## config.mk

```make
export PLATFORM = sky130hd
export DESIGN_NAME = gta_ctrl
export DESIGN_NICKNAME = d
export VERILOG_FILES = /design/src/sv/gta_pkg.sv /design/src/sv/gta_ctrl.sv
export SDC_FILE = /design/constraint.sdc
export NUM_CORES = 1
export LEC_CHECK = 0
export BUFFER_PORTS_ARGS = -buffer_cell sky130_fd_sc_hd__clkbuf_2
export CELL_PAD_IN_SITES_DETAIL_PLACEMENT = 0
export CELL_PAD_IN_SITES_GLOBAL_PLACEMENT = 2
export CORE_AREA = 2 2 39 41
export DETAILED_ROUTE_END_ITERATION = 16
export DIE_AREA = 0 0 41 43
export MAX_ROUTING_LAYER = met4
export PLACE_DENSITY = 0.46
export RECOVER_POWER = 50
export SETUP_SLACK_MARGIN = 0.1
export SLEW_MARGIN = 5
export SYNTH_ARGS = -nofsm -noshare
export SYNTH_HDL_FRONTEND = slang
export SYNTH_SLANG_ARGS = --single-unit
```

## constraint.sdc

```tcl
create_clock -name i_clk -period 2.1 [get_ports i_clk]
set_input_delay 0.63 -clock i_clk [delete_from_list [all_inputs] [get_ports i_clk]]
set_output_delay 0.63 -clock i_clk [all_outputs]
set_load 0.02 [all_outputs]
```

## src/sv/gta_pkg.sv

```systemverilog
`default_nettype none
// ----------------------------------------------------------------------------
// gta_pkg
// Shared constants and control types for the generation tagged array.
// ----------------------------------------------------------------------------
package gta_pkg;

    // Default sizes of the array
    localparam int DEPTH_DFLT     = 1024;
    localparam int DATA_BITS_DFLT = 32;
    localparam int GEN_BITS_DFLT  = 16;

    // Port field widths
    localparam int OPCODE_W = 2;
    localparam int INDEX_W  = 10;
    localparam int VALUE_W  = 32;
    localparam int CFG_W    = 32;

    // Operation codes
    localparam logic [OPCODE_W-1:0] OP_GET   = 2'd0;
    localparam logic [OPCODE_W-1:0] OP_SET   = 2'd1;
    localparam logic [OPCODE_W-1:0] OP_CLEAR = 2'd2;

    // Controller to datapath commands
    typedef struct packed {
        logic accept;    // take the input transaction this cycle
        logic sweep;     // write a zero tag at the sweep address and advance
        logic load_out;  // load the result into the output register
    } t_cmd;

    // Datapath to controller status
    typedef struct packed {
        logic out_free;    // output register empty or being taken
        logic wrap_clear;  // input is a clear while the generation is at its top
        logic sweep_last;  // sweep address is on the last entry
    } t_sts;

endpackage
`default_nettype wire

```

## src/sv/gta_ctrl.sv

```systemverilog
`default_nettype none
// ----------------------------------------------------------------------------
// gta_ctrl
// Sequencer: accepts a transaction, runs the execute cycle or the tag sweep,
// and issues the result load.
// ----------------------------------------------------------------------------
module gta_ctrl (
    input  wire logic          i_clk,
    input  wire logic          i_rst_n,
    input  wire logic          i_in_valid,
    output logic               o_in_ready,
    input  wire gta_pkg::t_sts i_sts,
    output gta_pkg::t_cmd      o_cmd
);

    typedef enum logic [1:0] {
        S_SWEEP,
        S_IDLE,
        S_EXEC
    } t_state;

    t_state r_state, n_state;
    logic   r_wrap, n_wrap;
    logic   accept;

    // Accept only when idle and the output register is free
    assign o_in_ready = (r_state == S_IDLE) && i_sts.out_free;
    assign accept     = o_in_ready && i_in_valid;

    // Commands
    always_comb begin
        o_cmd.accept   = accept;
        o_cmd.sweep    = (r_state == S_SWEEP);
        o_cmd.load_out = (r_state == S_EXEC);
    end

    // Next state
    always_comb begin
        n_state = r_state;
        n_wrap  = r_wrap;
        unique case (r_state)
            S_IDLE: begin
                if (accept) begin
                    if (i_sts.wrap_clear) begin
                        n_state = S_SWEEP;
                        n_wrap  = 1'b1;
                    end else begin
                        n_state = S_EXEC;
                    end
                end
            end
            S_SWEEP: begin
                if (i_sts.sweep_last) begin
                    n_state = r_wrap ? S_EXEC : S_IDLE;
                    n_wrap  = 1'b0;
                end
            end
            S_EXEC: begin
                n_state = S_IDLE;
            end
            default: begin
                n_state = S_IDLE;
            end
        endcase
    end

    // Hold state; reset starts with a full tag sweep
    always_ff @(posedge i_clk) begin
        if (!i_rst_n) begin
            r_state <= S_SWEEP;
            r_wrap  <= 1'b0;
        end else begin
            r_state <= n_state;
            r_wrap  <= n_wrap;
        end
    end

endmodule
`default_nettype wire

```

==> impl_metrics.yaml <==
setup_path:
  crit_family: "buffers and inverters"
  crit_path_top_delay_cell: "and4b_4"
  crit_required_ns: 1.47
  crit_path_max_incr_delay_ns: 0.24
  cp-start-kind: "input port"
  path_cells: "clkbuf_2 > and4b_4 > clkbuf_2"
  path_common_cell: "clkbuf_2"
  arrival_ns: 1.14
  endpoint_kind: "output pin"
  cp_max_fo: 3
  cp_num_buf_inv: 2
  path_class: "input port to output pin"
grt:
  grt_pass1_wl_um: 752
  antenna_found_initial: 0
  grt_max_degree: 9
  grt_use_total_pct: 7.084
  grt_pass1_vias: 189
  grt-ovfl-total: 0
synth:
  synthDistinctLibCells: 14
  syn_area_per_cell_um2: 9.523
  ys_seq_area_share_pct: 35.04
  ys_warn_count: 0
  synth_fp_nets: 24
  ys_ff_latch: 3
  netlist_area_um2: 171.4
  synthCells: 18
pwr:
  peakVddDrop_mv: 0.2458
  comb_power_share_pct: 17.0
  internal_power_mw: 0.1470
  p_switching_mw: 0.04980
  clkPwrFrac_pct: 49.6
  switching_share_pct: 25.30
  leakage_nw: 0.1128
  power_density_nw_per_um2: 802.5
  p_seq_share_pct: 33.4
hold_path:
  hold_path.class: "register to register"
sta:
  worst_slew_pin_slew_ns: 0.3808
  setup_viol: 0
  fin_worst_skew_ns: 0.00003422
  drv_slew: 0
  fin_crit_sh_pct: 84.18
  finalHoldViolCount: 0
  period_minus_slack_ns: 1.768
  rsz0062_at_grt: "no"
  setup_slack_ns: 0.3323
  max_freq_mhz: 565.7
  relSlewSlack_pct: 73.95
  finalSetupTns_ns: 0
floorplanning:
  fp.dieH_um: 43
  dieArea_um2: 1763
  rows: 14
  start_util_pct: 12.39
  core_um2: 1384
  io_pins: 10
  die_x_um: 41
cells_and_area:
  final_nets: 37
  fin_util_pct: 17.72
  layout_common_cells: "clkbuf_2, nor2_1, clkbuf_4, dfxtp_1, a21oi_1"
  drive_above_1_share_pct: 50.00
  mostFrequentLayoutCell: "clkbuf_2"
  final_cells: 46
  area_growth_syn_to_layout_pct: 43.07
  nFillCells: 168
  seqCellArea_um2: 60.06
  multi_input_area_um2: 90.09
  antenna_cells: 0
cts:
  holdBufCountCts: 0
  cts_made_buffers: 3
  clock-sinks: 3
  htreeDepth: 1
  clkLatencyLatePin_ns: 0.23
  cts_max_path_buffers: 2
  cts_tree: "built"
  cts_resized: 0
  cts.clk_slew.worst_paths_ns: 0.04
  post_cts_buffers: 0
  root_buffer: "clkbuf_4"
route:
  vias: 185
  drt-initial-drc-count: 1
  routedWlPerCell_um: 9.152
  dr.pass1.iters: 2
  routed_wl_um: 421
  antenna_left: 0
  avgViaCountPerCell: 4.022
  drcViolationCount: 0
placement:
  dp_hpwl_um: 339.7
  pre_cts_ws_ns: 0.3143
  gp_congestion: 0.6574
  numPortBuffers: 9
  dp.cells: 42
flow_run:
  drv_cap: 0
status:
  status: "completed"
==> power by group through the flow <==
stage	sequential, mW	clock (mW)	combinational [mW]
after floorplan	0.0654	0	0.0249
after global placement	0.0670	0	0.0370
after detailed placement	0.0672	0	0.0369
after CTS	0.0663	0.102	0.0370
after global routing	0.0667	0.107	0.0378
final	0.0657	0.0976	0.0335
==> final timing paths <==
kind | slack [ns] | endpoint | depth (start not counted) | start
max | 0.33 | o_cmd[2] | 3 | i_sts[2]
min | 0.53 | r_wrap | 2 | r_wrap
max reg2reg | 0.90 | r_state[1] | 3 | r_state[0]
min reg2reg | 0.53 | r_wrap | 2 | r_wrap
==> cells in the mapped netlist (all sizes together) <==
master   count  share of area, %
and4b        1               8.0
a2111oi      1               8.8
inv          1               2.2
a221oi       1               5.1
a21oi        2               8.0
and3b        1               5.8
buf          1               4.4
a211oi       1               4.4
nor2         3               6.6
nand2        1               2.2
or2b         1               4.4
and2b        1               5.1
dfxtp        3                35
==> tightest hold or removal path, stage by stage (launching register included) <==
cell	delay, ns
dfxtp_1	0.30
a21oi_1	0.11
a211oi_1	0.06
==> logic make-up (layout without fill, tap and decap cells) <==
logic type | after synthesis | in the layout | synth area share [%]
simple gates | 8 | 8 | 32.12
compound gates | 5 | 5 | 26.28
buf+inv | 2 | 14 | 6.569
flops | 3 | 3 | 35.04
==> registers in the layout, summed over array words and instances (netlist names) <==
register / count
r_state: 2
r_wrap: 1
==> per-layer routing <==
layer / GRT usage (%) / vias up / part of all wire (%)
li1: - / 90 / -
met1: 6.390 / 86 / 37
met2: 9.688 / 7 / 52
met3: 3.141 / 2 / 5.9
met4: 8.000 / 0 / 4.3
met5: - / - / 0
==> metrics by stage <==
stage          cell area [µm²]  hold slack (ns)  total power [mW]
2_1_floorplan            171.4           0.4829           0.09032
3_3_place_gp             229.0           0.5244            0.1041
3_5_place_dp             229.0           0.5182            0.1040
4_1_cts                  255.2           0.5232            0.2053
5_1_grt                  245.2           0.5975            0.2114
6_report                 245.2           0.5275            0.1968
==> final cells by class <==
cell class | instances | share of cell area, %
flip-flops and latches | 3 | 24.49
clock buffers | 4 | 10.71
repair buffers | 9 | 18.37
multi-input cells | 13 | 36.73
well taps | 16 | 8.163
inverters | 1 | 1.531
Power figures use the tool's default switching activity.
